**config.mk**
```make
export PLATFORM = sky130hd
export DESIGN_NAME = repl_token_classifier_flat
export DESIGN_NICKNAME = d
export VERILOG_FILES = /design/src/rtl/rtc_pkg.sv /design/src/rtl/rtc_ifs.sv /design/src/rtl/repl_token_classifier.sv /design/src/rtl/rtc_front.sv /design/src/rtl/rtc_fifo.sv /design/src/rtl/rtc_back.sv /design/src/flat_wrapper.sv
export SDC_FILE = /design/constraint.sdc
export NUM_CORES = 1
export LEC_CHECK = 0
export BUFFER_PORTS_ARGS = -buffer_cell sky130_fd_sc_hd__buf_2
export CORE_ASPECT_RATIO = 0.75
export CORE_MARGIN = 1.5
export CORE_UTILIZATION = 45
export DETAILED_ROUTE_END_ITERATION = 7
export PLACE_DENSITY = 0.62
export SETUP_SLACK_MARGIN = 0.02
export SYNTH_ARGS = -nofsm -noshare
export SYNTH_HDL_FRONTEND = slang
export SYNTH_SLANG_ARGS = --single-unit
```
**constraint.sdc**
```tcl
create_clock -name clk -period 8.2 [get_ports clk]
set_input_delay 2.46 -clock clk [delete_from_list [all_inputs] [get_ports clk]]
set_output_delay 2.46 -clock clk [all_outputs]
set_load 0.02 [all_outputs]
```
**src/rtl/rtc_pkg.sv**
```systemverilog
// Shared types, codes and matcher functions for the token classifier.
package rtc_pkg;

  // Token type codes carried on the result word
  localparam logic [3:0] TOK_NULL         = 4'd0;
  localparam logic [3:0] TOK_STRING       = 4'd1;
  localparam logic [3:0] TOK_INT          = 4'd2;
  localparam logic [3:0] TOK_IDEN         = 4'd3;
  localparam logic [3:0] TOK_CALL         = 4'd4;
  localparam logic [3:0] TOK_OPER         = 4'd5;
  localparam logic [3:0] TOK_METHOD_DECL  = 4'd6;
  localparam logic [3:0] TOK_END          = 4'd7;
  localparam logic [3:0] TOK_LOC_VAR_SET  = 4'd8;
  localparam logic [3:0] TOK_GLB_VAR_SET  = 4'd9;
  localparam logic [3:0] TOK_LOC_VAR_DECL = 4'd10;
  localparam logic [3:0] TOK_GLB_VAR_DECL = 4'd11;
  localparam logic [3:0] TOK_GLB_IDEN     = 4'd12;

  // Integer literal matcher
  typedef enum logic [2:0] {
    INT_START = 3'b001,
    INT_ACC   = 3'b010,
    INT_DEAD  = 3'b100
  } int_st_t;

  // Identifier matcher phase
  typedef enum logic [3:0] {
    PH_PREFIX = 4'b0001,
    PH_BODY   = 4'b0010,
    PH_TAIL   = 4'b0100,
    PH_DEAD   = 4'b1000
  } id_phase_t;

  // Identifier prefix seen before the name
  typedef enum logic [5:0] {
    KIND_NONE      = 6'b000001,
    KIND_PCT       = 6'b000010,
    KIND_EQ        = 6'b000100,
    KIND_EQ_DOLLAR = 6'b001000,
    KIND_DOLLAR    = 6'b010000,
    KIND_DOT       = 6'b100000
  } id_kind_t;

  // Keyword "end" matcher
  typedef enum logic [4:0] {
    END_0    = 5'b00001,
    END_1    = 5'b00010,
    END_2    = 5'b00100,
    END_3    = 5'b01000,
    END_DEAD = 5'b10000
  } end_st_t;

  // Operator matcher
  typedef enum logic [4:0] {
    OP_START = 5'b00001,
    OP_ONE   = 5'b00010,
    OP_PEND  = 5'b00100,
    OP_TWO   = 5'b01000,
    OP_DEAD  = 5'b10000
  } op_st_t;

  typedef struct packed {
    int_st_t   int_st;
    id_phase_t id_phase;
    id_kind_t  id_kind;
    end_st_t   end_st;
    op_st_t    op_st;
  } tracker_t;

  localparam tracker_t TRACKER_INIT = '{
    int_st:   INT_START,
    id_phase: PH_PREFIX,
    id_kind:  KIND_NONE,
    end_st:   END_0,
    op_st:    OP_START
  };

  // Decoded character word passed from front to back
  typedef struct packed {
    logic [7:0] ch;
    logic       last;
    logic       ws;
    logic       quote;
    logic       bslash;
    logic       digit;
    logic       head;
    logic       op1;
    logic       op2;
    logic       eq;
    logic       dollar;
    logic       pct;
    logic       dot;
    logic       chr_e;
    logic       chr_n;
    logic       chr_d;
  } char_class_t;

  typedef struct packed {
    logic        push;
    char_class_t word;
  } fifo_wr_t;

  typedef struct packed {
    logic        valid;
    char_class_t word;
  } fifo_head_t;

  // Advance every matcher by one character
  function automatic tracker_t tracker_feed(tracker_t t, char_class_t c);
    tracker_t n;
    n = t;
    if (t.int_st != INT_DEAD) begin
      n.int_st = c.digit ? INT_ACC : INT_DEAD;
    end

    unique case (t.end_st)
      END_0:   n.end_st = c.chr_e ? END_1 : END_DEAD;
      END_1:   n.end_st = c.chr_n ? END_2 : END_DEAD;
      END_2:   n.end_st = c.chr_d ? END_3 : END_DEAD;
      default: n.end_st = END_DEAD;
    endcase

    if (t.op_st == OP_START) begin
      n.op_st = c.op1 ? OP_ONE : (c.op2 ? OP_PEND : OP_DEAD);
    end else if (t.op_st == OP_PEND && c.eq) begin
      n.op_st = OP_TWO;
    end else begin
      n.op_st = OP_DEAD;
    end

    unique case (t.id_phase)
      PH_PREFIX: begin
        priority if (c.head) begin
          n.id_phase = PH_BODY;
        end else if (t.id_kind == KIND_NONE && c.pct) begin
          n.id_kind = KIND_PCT;
        end else if (t.id_kind == KIND_NONE && c.eq) begin
          n.id_kind = KIND_EQ;
        end else if (t.id_kind == KIND_NONE && c.dollar) begin
          n.id_kind = KIND_DOLLAR;
        end else if (t.id_kind == KIND_NONE && c.dot) begin
          n.id_kind = KIND_DOT;
        end else if (t.id_kind == KIND_EQ && c.dollar) begin
          n.id_kind = KIND_EQ_DOLLAR;
        end else begin
          n.id_phase = PH_DEAD;
        end
      end
      PH_BODY: begin
        priority if (c.head || c.digit) begin
          n.id_phase = PH_BODY;
        end else if (c.dollar && (t.id_kind == KIND_NONE || t.id_kind == KIND_DOLLAR)) begin
          n.id_phase = PH_TAIL;
        end else begin
          n.id_phase = PH_DEAD;
        end
      end
      default: n.id_phase = PH_DEAD;
    endcase
    return n;
  endfunction

  // Pick the token type by matcher priority
  function automatic logic [3:0] classify(tracker_t t);
    logic [3:0] kind_type;
    unique case (t.id_kind)
      KIND_PCT:       kind_type = TOK_METHOD_DECL;
      KIND_EQ:        kind_type = TOK_LOC_VAR_SET;
      KIND_EQ_DOLLAR: kind_type = TOK_GLB_VAR_SET;
      KIND_DOLLAR:    kind_type = TOK_GLB_IDEN;
      KIND_DOT:       kind_type = TOK_CALL;
      default:        kind_type = TOK_IDEN;
    endcase
    priority if (t.int_st == INT_ACC) begin
      return TOK_INT;
    end else if (t.end_st == END_3) begin
      return TOK_END;
    end else if (t.id_phase == PH_BODY) begin
      return kind_type;
    end else if (t.id_phase == PH_TAIL) begin
      return (t.id_kind == KIND_NONE) ? TOK_LOC_VAR_DECL : TOK_GLB_VAR_DECL;
    end else if (t.op_st == OP_ONE || t.op_st == OP_TWO) begin
      return TOK_OPER;
    end else begin
      return TOK_NULL;
    end
  endfunction

endpackage

```
**src/rtl/rtc_ifs.sv**
```systemverilog
// Valid/ready channel interfaces for character input and token result.
interface rtc_in_if;
  logic       valid;
  logic       ready;
  logic [7:0] ch;
  logic       last;

  modport source (output valid, output ch, output last, input ready);
  modport sink (input valid, input ch, input last, output ready);
endinterface

interface rtc_out_if;
  logic       valid;
  logic       ready;
  logic [7:0] ch_out;
  logic       append;
  logic       token_end;
  logic [3:0] token_type;

  modport source (output valid, output ch_out, output append, output token_end,
                  output token_type, input ready);
  modport sink (input valid, input ch_out, input append, input token_end,
                input token_type, output ready);
endinterface

```
**src/rtl/repl_token_classifier.sv**
```systemverilog
// Top level of the token classifier: front decode, queue, back end.
//
// Usage:
//   tok_in carries one character word (ch, last) per valid/ready handshake.
//   tok_out returns exactly one result word per character: the echoed
//   character, append, token_end and token_type.
//   A word with last set is followed by an implied newline that may close
//   the open token in the same result word; all state then clears.
// Flow:
//   An accepted character is registered in the queue, then in the result
//   register that drives tok_out. One character per cycle is sustained while
//   tok_out.ready stays high: the queue takes a word while the result register
//   holds one, and the back end updates its matchers once per character.
// Reset (rst, synchronous): the queue empties, tok_out.valid drops and all
//   token and matcher state returns to its start; tok_in.ready is high after.
// Stall: when the receiver holds tok_out.ready low, the result word holds,
//   the queue fills up to FIFO_DEPTH words, then tok_in.ready drops.
module repl_token_classifier #(
  parameter int FIFO_DEPTH = 4
) (
  input  logic       clk,
  input  logic       rst,
  rtc_in_if.sink     tok_in,
  rtc_out_if.source  tok_out
);

  rtc_pkg::fifo_wr_t   wr;
  rtc_pkg::fifo_head_t head;
  logic                full;
  logic                pop;

  rtc_front u_front (
    .tok_in (tok_in),
    .full   (full),
    .wr     (wr)
  );

  rtc_fifo #(
    .DEPTH (FIFO_DEPTH)
  ) u_fifo (
    .clk  (clk),
    .rst  (rst),
    .wr   (wr),
    .pop  (pop),
    .full (full),
    .head (head)
  );

  rtc_back u_back (
    .clk     (clk),
    .rst     (rst),
    .head    (head),
    .pop     (pop),
    .tok_out (tok_out)
  );

endmodule

```
**src/rtl/rtc_front.sv**
```systemverilog
// Front end: accept characters and decode their character classes.
module rtc_front (
  rtc_in_if.sink           tok_in,
  input  logic             full,
  output rtc_pkg::fifo_wr_t wr
);

  localparam logic [7:0] CH_TAB    = 8'h09;
  localparam logic [7:0] CH_LF     = 8'h0A;
  localparam logic [7:0] CH_CR     = 8'h0D;
  localparam logic [7:0] CH_SPACE  = 8'h20;
  localparam logic [7:0] CH_BANG   = 8'h21;
  localparam logic [7:0] CH_QUOTE  = 8'h22;
  localparam logic [7:0] CH_DOLLAR = 8'h24;
  localparam logic [7:0] CH_PCT    = 8'h25;
  localparam logic [7:0] CH_STAR   = 8'h2A;
  localparam logic [7:0] CH_PLUS   = 8'h2B;
  localparam logic [7:0] CH_MINUS  = 8'h2D;
  localparam logic [7:0] CH_DOT    = 8'h2E;
  localparam logic [7:0] CH_SLASH  = 8'h2F;
  localparam logic [7:0] CH_ZERO   = 8'h30;
  localparam logic [7:0] CH_NINE   = 8'h39;
  localparam logic [7:0] CH_LT     = 8'h3C;
  localparam logic [7:0] CH_EQ     = 8'h3D;
  localparam logic [7:0] CH_GT     = 8'h3E;
  localparam logic [7:0] CH_UP_A   = 8'h41;
  localparam logic [7:0] CH_UP_Z   = 8'h5A;
  localparam logic [7:0] CH_BSLASH = 8'h5C;
  localparam logic [7:0] CH_CARET  = 8'h5E;
  localparam logic [7:0] CH_UNDER  = 8'h5F;
  localparam logic [7:0] CH_LO_A   = 8'h61;
  localparam logic [7:0] CH_LO_D   = 8'h64;
  localparam logic [7:0] CH_LO_E   = 8'h65;
  localparam logic [7:0] CH_LO_N   = 8'h6E;
  localparam logic [7:0] CH_LO_Z   = 8'h7A;

  logic [7:0] c;

  // Take a word whenever the queue has room
  assign tok_in.ready = !full;
  assign c            = tok_in.ch;

  // Decode the character into the flags the back end needs
  always_comb begin
    wr.push        = tok_in.valid && !full;
    wr.word.ch     = c;
    wr.word.last   = tok_in.last;
    wr.word.ws     = (c == CH_SPACE) || (c == CH_TAB) || (c == CH_CR) || (c == CH_LF);
    wr.word.quote  = (c == CH_QUOTE);
    wr.word.bslash = (c == CH_BSLASH);
    wr.word.digit  = (c >= CH_ZERO) && (c <= CH_NINE);
    wr.word.head   = ((c >= CH_LO_A) && (c <= CH_LO_Z)) ||
                     ((c >= CH_UP_A) && (c <= CH_UP_Z)) || (c == CH_UNDER);
    wr.word.op1    = (c == CH_MINUS) || (c == CH_PLUS) || (c == CH_STAR) ||
                     (c == CH_SLASH) || (c == CH_CARET);
    wr.word.op2    = (c == CH_EQ) || (c == CH_BANG) || (c == CH_GT) || (c == CH_LT);
    wr.word.eq     = (c == CH_EQ);
    wr.word.dollar = (c == CH_DOLLAR);
    wr.word.pct    = (c == CH_PCT);
    wr.word.dot    = (c == CH_DOT);
    wr.word.chr_e  = (c == CH_LO_E);
    wr.word.chr_n  = (c == CH_LO_N);
    wr.word.chr_d  = (c == CH_LO_D);
  end

endmodule

```
**src/rtl/rtc_fifo.sv**
```systemverilog
// Short queue of decoded characters between front and back ends.
module rtc_fifo #(
  parameter int DEPTH = 4
) (
  input  logic                clk,
  input  logic                rst,
  input  rtc_pkg::fifo_wr_t   wr,
  input  logic                pop,
  output logic                full,
  output rtc_pkg::fifo_head_t head
);

  localparam int AW = (DEPTH > 1) ? $clog2(DEPTH) : 1;
  localparam int CW = $clog2(DEPTH + 1);

  rtc_pkg::char_class_t mem [DEPTH];
  logic [AW-1:0] wr_ptr;
  logic [AW-1:0] rd_ptr;
  logic [CW-1:0] count;

  assign full       = (count == CW'(DEPTH));
  assign head.valid = (count != '0);
  assign head.word  = mem[rd_ptr];

  // Store the pushed word
  always_ff @(posedge clk) begin
    if (wr.push) begin
      mem[wr_ptr] <= wr.word;
    end
  end

  // Advance pointers and occupancy
  always_ff @(posedge clk) begin
    if (rst) begin
      wr_ptr <= '0;
      rd_ptr <= '0;
      count  <= '0;
    end else begin
      if (wr.push) begin
        wr_ptr <= (wr_ptr == AW'(DEPTH - 1)) ? '0 : wr_ptr + AW'(1);
      end
      if (pop) begin
        rd_ptr <= (rd_ptr == AW'(DEPTH - 1)) ? '0 : rd_ptr + AW'(1);
      end
      unique case ({wr.push, pop})
        2'b10:   count <= count + CW'(1);
        2'b01:   count <= count - CW'(1);
        default: count <= count;
      endcase
    end
  end

endmodule

```
**src/rtl/rtc_back.sv**
```systemverilog
// Back end: token state, matchers and the registered result word.
module rtc_back (
  input  logic                clk,
  input  logic                rst,
  input  rtc_pkg::fifo_head_t head,
  output logic                pop,
  rtc_out_if.source           tok_out
);

  logic             in_string;
  logic             escape_pending;
  logic             string_marked;
  logic             token_open;
  rtc_pkg::tracker_t tracker;

  logic             in_string_next;
  logic             escape_pending_next;
  logic             string_marked_next;
  logic             token_open_next;
  rtc_pkg::tracker_t tracker_next;

  logic             app;
  logic             tend;
  logic [3:0]       ttype;
  logic             out_valid;
  rtc_pkg::char_class_t c;

  assign c   = head.word;
  assign pop = head.valid && (!out_valid || tok_out.ready);

  // Step the token state by one character, then the implied newline on last
  always_comb begin
    in_string_next      = in_string;
    escape_pending_next = escape_pending;
    string_marked_next  = string_marked;
    token_open_next     = token_open;
    tracker_next        = tracker;
    app                 = 1'b0;
    tend                = 1'b0;
    ttype               = rtc_pkg::TOK_NULL;

    if (c.ws && !in_string) begin
      if (token_open) begin
        tend               = 1'b1;
        ttype              = string_marked ? rtc_pkg::TOK_STRING
                                           : rtc_pkg::classify(tracker);
        string_marked_next = 1'b0;
        token_open_next    = 1'b0;
        tracker_next       = rtc_pkg::TRACKER_INIT;
      end
    end else if (c.quote && !escape_pending) begin
      string_marked_next = 1'b1;
      in_string_next     = !in_string;
    end else begin
      if (in_string && c.bslash) begin
        escape_pending_next = 1'b1;
      end else if (escape_pending) begin
        escape_pending_next = 1'b0;
      end
      app             = 1'b1;
      token_open_next = 1'b1;
      tracker_next    = rtc_pkg::tracker_feed(tracker, c);
    end

    if (c.last) begin
      if (token_open_next && !in_string_next) begin
        tend  = 1'b1;
        ttype = string_marked_next ? rtc_pkg::TOK_STRING
                                   : rtc_pkg::classify(tracker_next);
      end
      in_string_next      = 1'b0;
      escape_pending_next = 1'b0;
      string_marked_next  = 1'b0;
      token_open_next     = 1'b0;
      tracker_next        = rtc_pkg::TRACKER_INIT;
    end
  end

  // Update state and result valid
  always_ff @(posedge clk) begin
    if (rst) begin
      in_string      <= 1'b0;
      escape_pending <= 1'b0;
      string_marked  <= 1'b0;
      token_open     <= 1'b0;
      tracker        <= rtc_pkg::TRACKER_INIT;
      out_valid      <= 1'b0;
    end else if (pop) begin
      in_string      <= in_string_next;
      escape_pending <= escape_pending_next;
      string_marked  <= string_marked_next;
      token_open     <= token_open_next;
      tracker        <= tracker_next;
      out_valid      <= 1'b1;
    end else if (tok_out.ready) begin
      out_valid      <= 1'b0;
    end
  end

  // Load the result payload
  always_ff @(posedge clk) begin
    if (pop) begin
      tok_out.ch_out     <= c.ch;
      tok_out.append     <= app;
      tok_out.token_end  <= tend;
      tok_out.token_type <= tend ? ttype : rtc_pkg::TOK_NULL;
    end
  end

  assign tok_out.valid = out_valid;

endmodule

```
**src/flat_wrapper.sv**
```systemverilog
// flat-port wrapper written by rule: the top's interface ports become plain ports
module repl_token_classifier_flat 
#(
  parameter int FIFO_DEPTH = 4
)
  (clk, rst, tok_in_valid, tok_in_ch, tok_in_last, tok_in_ready, tok_out_valid, tok_out_ch_out, tok_out_append, tok_out_token_end, tok_out_token_type, tok_out_ready);
  rtc_in_if tok_in_i ();
  rtc_out_if tok_out_i ();
  input  logic clk;
  input  logic rst;
  input wire logic [$bits(tok_in_i.valid)-1:0] tok_in_valid;
  input wire logic [$bits(tok_in_i.ch)-1:0] tok_in_ch;
  input wire logic [$bits(tok_in_i.last)-1:0] tok_in_last;
  output wire logic [$bits(tok_in_i.ready)-1:0] tok_in_ready;
  output wire logic [$bits(tok_out_i.valid)-1:0] tok_out_valid;
  output wire logic [$bits(tok_out_i.ch_out)-1:0] tok_out_ch_out;
  output wire logic [$bits(tok_out_i.append)-1:0] tok_out_append;
  output wire logic [$bits(tok_out_i.token_end)-1:0] tok_out_token_end;
  output wire logic [$bits(tok_out_i.token_type)-1:0] tok_out_token_type;
  input wire logic [$bits(tok_out_i.ready)-1:0] tok_out_ready;
  assign tok_in_i.valid = tok_in_valid;
  assign tok_in_i.ch = tok_in_ch;
  assign tok_in_i.last = tok_in_last;
  assign tok_in_ready = tok_in_i.ready;
  assign tok_out_valid = tok_out_i.valid;
  assign tok_out_ch_out = tok_out_i.ch_out;
  assign tok_out_append = tok_out_i.append;
  assign tok_out_token_end = tok_out_i.token_end;
  assign tok_out_token_type = tok_out_i.token_type;
  assign tok_out_i.ready = tok_out_ready;
  repl_token_classifier #(.FIFO_DEPTH(FIFO_DEPTH)) u_core (.clk(clk), .rst(rst), .tok_in(tok_in_i), .tok_out(tok_out_i));
endmodule
```
## Yosys cells after proc, flatten, opt, wreduce, memory -nomap -nowiden

Memories as Yosys holds them, arrays and structs flattened. A register that Yosys moved wholly into a read port is not among the register bits.
Cells that the tools add are included.

| storage, ports and cells | value |
|---|---|
| memory bits (writable) | 92 |
| latch bits | 0 |
| input port bits | 13 |
| output and inout bits | 16 |
| memories kept | 1 |
| flip-flop bits (word level) | 49 |
| bits in read-only memories | 0 |

| operators by class | value |
|---|---|
| $lt $le $gt $ge | 6 |
| reduce and logical (&&, ||, !) cells | 42 |
| equality and inequality tests | 60 |
| divide/modulo/power cells | 0 |
| shifts and indexed selects | 0 |
| multipliers | 0 |
| add/subtract/negate cells | 4 |
| multiplexer cells | 78 |
| bitwise logic cells | 0 |

Memories:

| name | depth | bits a word | rd ports | clocked after memory_dff | write ports | RTL line | source |
|---|---|---|---|---|---|---|---|
| u_core.u_fifo.mem | 4 | 23 | 1 | 1 | 1 | rtc_fifo.sv:16 | `rtc_pkg::char_class_t mem [DEPTH];` |

Operators by type and width:

| operator | number |
|---|---|
| equality test 8 x 6 -> 1 bit (second input constant) | 13 |
| 2-to-1 mux 23 bit | 4 |
| 2-to-1 mux 4 bit | 22 |
| equality test 8 x 7 -> 1 bit (second input constant) | 6 |
| 2-to-1 mux 6 bit | 7 |
| case mux 4 bit (5 select lines) | 2 |
| 2-to-1 mux 5 bit | 7 |
| 2-to-1 mux 1 bit | 25 |
| equality test 8 x 4 -> 1 bit (second input constant) | 3 |
| equality test 5 x 4 -> 1 bit (second input constant) | 4 |
| logical OR 1 bit | 17 |
| greater-or-equal comparator 8 x 7 -> 1 bit (second input constant) | 2 |
| less-or-equal comparator 8 x 7 -> 1 bit (second input constant) | 2 |
| logical AND 1 bit | 16 |
| equality test 5 x 2 -> 1 bit (second input constant) | 3 |
| case mux 5 bit (3 select lines) | 1 |
| equality test 6 x 1 -> 1 bit (second input constant) | 2 |
| equality test 6 x 2 -> 1 bit (second input constant) | 2 |
| equality test 6 x 3 -> 1 bit (second input constant) | 2 |
| equality test 6 x 4 -> 1 bit (second input constant) | 2 |
| equality test 6 x 5 -> 1 bit (second input constant) | 2 |
| equality test 6 bit (second input constant) | 2 |
| 2-to-1 mux 3 bit | 4 |
| equality test 5 x 1 -> 1 bit (second input constant) | 2 |
| other kinds (22) | 38 |

## Longest topological paths before layout

| logic depth | value |
|---|---|
| word-level depth | 21 |
| mapped depth | 12 |
| gate-level depth less buffers | 9 |

## Cells and area by module

Synthesis repeated with hierarchy kept, for this count alone.

| second synthesis, totals | value |
|---|---|
| cells, all modules | 546 |
| area total of the unflattened synthesis | 6832.8 um^2 |

Modules (own cells, without submodules):

| module | area each (um^2) | cells an instance | sequential area each (um^2) | times used |
|---|---|---|---|---|
| rtc_fifo | 3793.6 | 164 | 2942.8 | 1 |
| rtc_back | 2670.1 | 324 | 980.9 | 1 |
| rtc_front | 369.1 | 58 | 0.0 | 1 |

## Least setup slack after synthesis

Ideal clock, no wire load.

| path | value |
|---|---|
| path kind | input to register |
| start point | input port tok_out_ready |
| end point | register u_core.u_fifo.count[2] |
| stages | 9 |
| path slack | 3900 ps |
| library setup time | 70 ps |
| required time | 8130 ps |
| arrival | 4230 ps |
| path buffers | 0 |
| cell sequence | inv_1 a21o_1 clkinv_1 ha_1 inv_1 fa_1 xor2_1 or3_1 a21oi_1 |

| between the ends | value |
|---|---|
| longest elaborated chain between the ends | 4 |
| elaborated cells between the ends (all ways) | 6 |

RTL lines:

| item | RTL line | source |
|---|---|---|
| from (decl) | flat_wrapper.sv:20 | `input wire logic [$bits(tok_out_i.ready)-1:0] tok_out_ready;` |
| logical OR 1 bit * | rtc_back.sv:29 | `assign pop = head.valid && (!out_valid \|\| tok_out.ready);` |
| logical AND 1 bit * | rtc_back.sv:29 |  |
| named net u_core.pop | repl_token_classifier.sv:30 | `logic pop;` |
| equality test 2 x 1 -> 1 bit or equality test 2 bit (tied branches) | rtc_fifo.sv:45 | `unique case ({wr.push, pop})` |
| case mux 3 bit (2 select lines) or nonzero test 2 bit (tied branches) | n/a |  |
| to (signal assigned) | rtc_fifo.sv:46 | `2'b10: count <= count + CW'(1);` |
| to (signal assigned) | rtc_fifo.sv:47 | `2'b01: count <= count - CW'(1);` |
| to (signal assigned) | rtc_fifo.sv:48 | `default: count <= count;` |
| to (decl) | rtc_fifo.sv:19 | `logic [CW-1:0] count;` |

The timed path passes the listed nets; every way through them passes the cells marked *.
A chain may end at the register's enable or synchronous reset.

## Worst setup path in the final report

Same ends and word-level chain as after synthesis.

==> results.toml <==
[clocking]
max-clock-path-buffers = 2
clk_pin_slew_ns = 0.06
ctsResizeCount = 0
post_cts_buffers = 0
cts_sinks = 143
clock_latency_ns = 0.41
cts_tree = "built"
tritoncts.num_buffers = 17
cts-htree-levels = 4
clockRootBuffer = "clkbuf_16"
holdBufCountCts = 0

[place]
gp_congestion = 0.993
dpl-instance-area_sq_um = 7060
dp_hpwl_microns = 10400
dp_slack_ns = 2.71
io_buffers = 28

[sta]
layout_setup_ws_ns = 3.14
period_needed_ns = 5.06
worst_slew_pin_slew_ns = 1.18
hold_viol = 0
rsz0062_at_grt = "false"
slew_headroom_pct = 21.6
fin_setup_tns_ns = 0
fin_hold_ws_ns = 0.473
finalCritPeriodShare_pct = 61.7
setup_viol = 0
maxSlewViolCount = 0
fin_skew_ns = 0.0105
max_freq_mhz = 198

[logic_synthesis]
synthesis.nets = 565
synth_cell_types = 77
yosysSeqAreaShare_pct = 58.2
yosysMostFrequentCell = "edfxtp_1"
yosys.area.top_type_share_pct = 47.2
synth_ff_type = "edfxtp_1"
ys_ff_latch = 143
synth_edf_count = 106
syn_avg_cell_area_sq_um = 12.4
synthesis.area_sq_um = 6750
yosys_warnings = 0
async_flop_share_pct = 0
postSynthCellCount = 545
yosysTopAreaCell = "edfxtp_1"
synth_area_leaders = "edfxtp_1 (47%), dfxtp_1 (11%), mux4_2 (6.0%), nor2_1 (3.8%), a21oi_1 (1.8%)"
synthTopCellsByCount = "edfxtp_1 (106), nor2_1 (68), dfxtp_1 (37)"

[die]
fp.dieW_microns = 144
num_rows = 38
core_area_sq_um = 14500
die_height_microns = 109
start_util_pct = 46.4
die_area_sq_um = 15700
ioPinCount = 29

[cells_and_area]
antenna_cells = 0
fin_nets = 594
syn_to_final_growth_pct = 12.8
finalInstanceArea_sq_um = 7610
nFillCells = 1260
drive_above_1_share_pct = 18.4

[worst_setup_path]
crit_path_max_incr_delay_ns = 0.91
critPathLaunchType = "primary input"
crit_buf_inv = 4
worstSetupEndpointType = "flip-flop"
ff2ff_path_depth = 9
cp_top_family = "buffers and inverters"
reg2reg_slack_ns = 4.41
cp_common_cell = "inv_1"
crit_arrival_ns = 5.39
reg2reg_to = "u_core.u_back.tok_out.token_type[1]"
cp_slowest_cell = "clkinv_1"
crit_required_ns = 8.54
critPathKind = "in2reg"
critical_path.max_fanout = 22
path_cells = "buf_2, inv_1, a21o_1, clkinv_1, ha_1, inv_1, fa_1, xor2_1, or3_1, a21oi_1"

[grt]
grt_pass1_wl_microns = 24300
antenna_found_initial = 0
grt_usage_pct = 21.2
grt_pass1_vias = 4407
overflow = 0
grt_max_degree = 36

[power_and_ir_drop]
p_leak_nw = 2.56
ir_worst_vdd_mv = 0.170
p_total_w = 0.00261
p_per_area_nw_per_um2 = 343

[job]
drv_cap = 0

[route]
post_drt_wl_per_cell_microns = 19.6
drt-total-wl_microns = 15400
drtPass1Iterations = 5
drc = 0
ant_nets = 0
vias = 4683
detail_route.iter0.violations = 453
via_per_inst = 5.96

[hold_path]
hold-path-endpoint = "u_core.u_back.tok_out.valid"
hp-class = "reg2reg"
holdPathStages = 2
hp-start = "u_core.u_back.tok_out.valid"

[outcome]
status = "completed"
[area by class of cell]
cell class,count,area [sq um],area share [%]
inverters,12,45.0,0.592
clock inverters,12,114,1.50
repair buffers,35,193,2.53
well taps,200,250,3.29
flip-flops and latches,143,3930,51.6
clock buffers,19,433,5.69
multi-input cells,365,2650,34.8
[worst max path at each step]
stage / slack, ns / start / endpoint / cells past startpoint
6_report: 3.14 / tok_out_ready / u_core.u_fifo.count[2] / 10
4_1_cts: 3.16 / tok_out_ready / u_core.u_fifo.count[2] / 10
3_3_place_gp: 2.84 / tok_out_ready / u_core.u_fifo.count[2] / 10
3_5_place_dp: 2.71 / tok_out_ready / u_core.u_fifo.count[2] / 10
5_1_grt: 2.84 / tok_out_ready / u_core.u_fifo.count[2] / 10
2_1_floorplan: 3.90 / tok_out_ready / u_core.u_fifo.count[2] / 9
[per-stage QoR]
step | utilization, % | std cells
floorplan | - | 545
global placement | 48.5 | 755
detailed placement | 48.5 | 755
CTS | 52.3 | 786
global route | 52.3 | 786
finish | 52.3 | 786
[flip-flops by register name (all words and copies together) (netlist names), named ones only]
name / flops
u_core.u_back.escape_pending: 1
u_core.u_back.in_string: 1
u_core.u_back.token_open: 1
u_core.u_back.tracker: 23
u_core.u_fifo.mem: 92
u_core.u_fifo.rd_ptr: 2
u_core.u_fifo.count: 3
u_core.u_back.tok_out.append: 1
u_core.u_back.string_marked: 1
u_core.u_fifo.wr_ptr: 2
u_core.u_back.tok_out.ch_out: 8
u_core.u_back.tok_out.token_type: 4
u_core.u_back.tok_out.valid: 1
u_core.u_back.tok_out.token_end: 1
[layer usage]
metal | global-route usage (%) | vias up | share of wire, %
met3 | 5.75 | 16 | 7.9
met4 | 7.65 | 0 | 0.96
met2 | 30.1 | 179 | 44
met5 | 0 | - | 0
met1 | 31.2 | 2317 | 47
li1 | - | 2171 | -
[cells in the final DEF, fill, tap and decap left out, types with 3 or more instances in the layout]
| master | netlist | routed |
|---|---|---|
| a31oi_1 | 7 | 7 |
| a41oi_1 | 3 | 3 |
| o211ai_1 | 3 | 3 |
| clkbuf_16 | 0 | 17 |
| nor3_1 | 20 | 20 |
| or3_1 | 5 | 5 |
| nor2b_1 | 3 | 3 |
| mux4_2 | 18 | 18 |
| nor4_1 | 8 | 8 |
| ha_1 | 6 | 6 |
| nand2b_1 | 13 | 13 |
| a22oi_1 | 12 | 12 |
| and3_1 | 7 | 7 |
| nand3_1 | 14 | 14 |
| o21ai_0 | 22 | 22 |
| nor2_1 | 68 | 68 |
| a32oi_1 | 3 | 3 |
| inv_6 | 0 | 3 |
| edfxtp_1 | 106 | 106 |
| mux4_1 | 3 | 3 |
| buf_4 | 2 | 7 |
| xor2_1 | 5 | 5 |
| nand3b_1 | 5 | 5 |
| buf_2 | 3 | 28 |
| mux2i_1 | 8 | 8 |
| mux2_2 | 4 | 4 |
| inv_1 | 10 | 10 |
| clkinvlp_4 | 0 | 4 |
| dfxtp_1 | 37 | 36 |
| nand2_1 | 29 | 29 |
| a21oi_1 | 24 | 24 |
| nor3b_1 | 6 | 6 |
| o22ai_1 | 9 | 9 |
| xnor2_1 | 6 | 6 |
| or2_2 | 3 | 3 |
[kinds of logic after synthesis]
family | synth area share, %
simple gates | 16.4
flops | 58.2
compound gates | 11.0
buf+inv | 2.56
mux | 9.03
xor+xnor | 1.43
fa+ha+maj | 1.41
[worst reg2reg max path, delay by kind of cell, from the launching register on]
family / cells / cell delay [ns]
compound gates: 3 / 0.96
simple gates: 4 / 1.14
mux: 1 / 0.66
buf+inv: 1 / 0.44
flops: 1 / 0.31
[power breakdown]
part / leakage, nW / internal (W) / switching, W
clock network: 0.256 / 0.000418 / 0.000296
registers: 1.31 / 0.000917 / 0.0000602
logic: 0.992 / 0.000324 / 0.000595
Power figures use the tool's default switching activity.
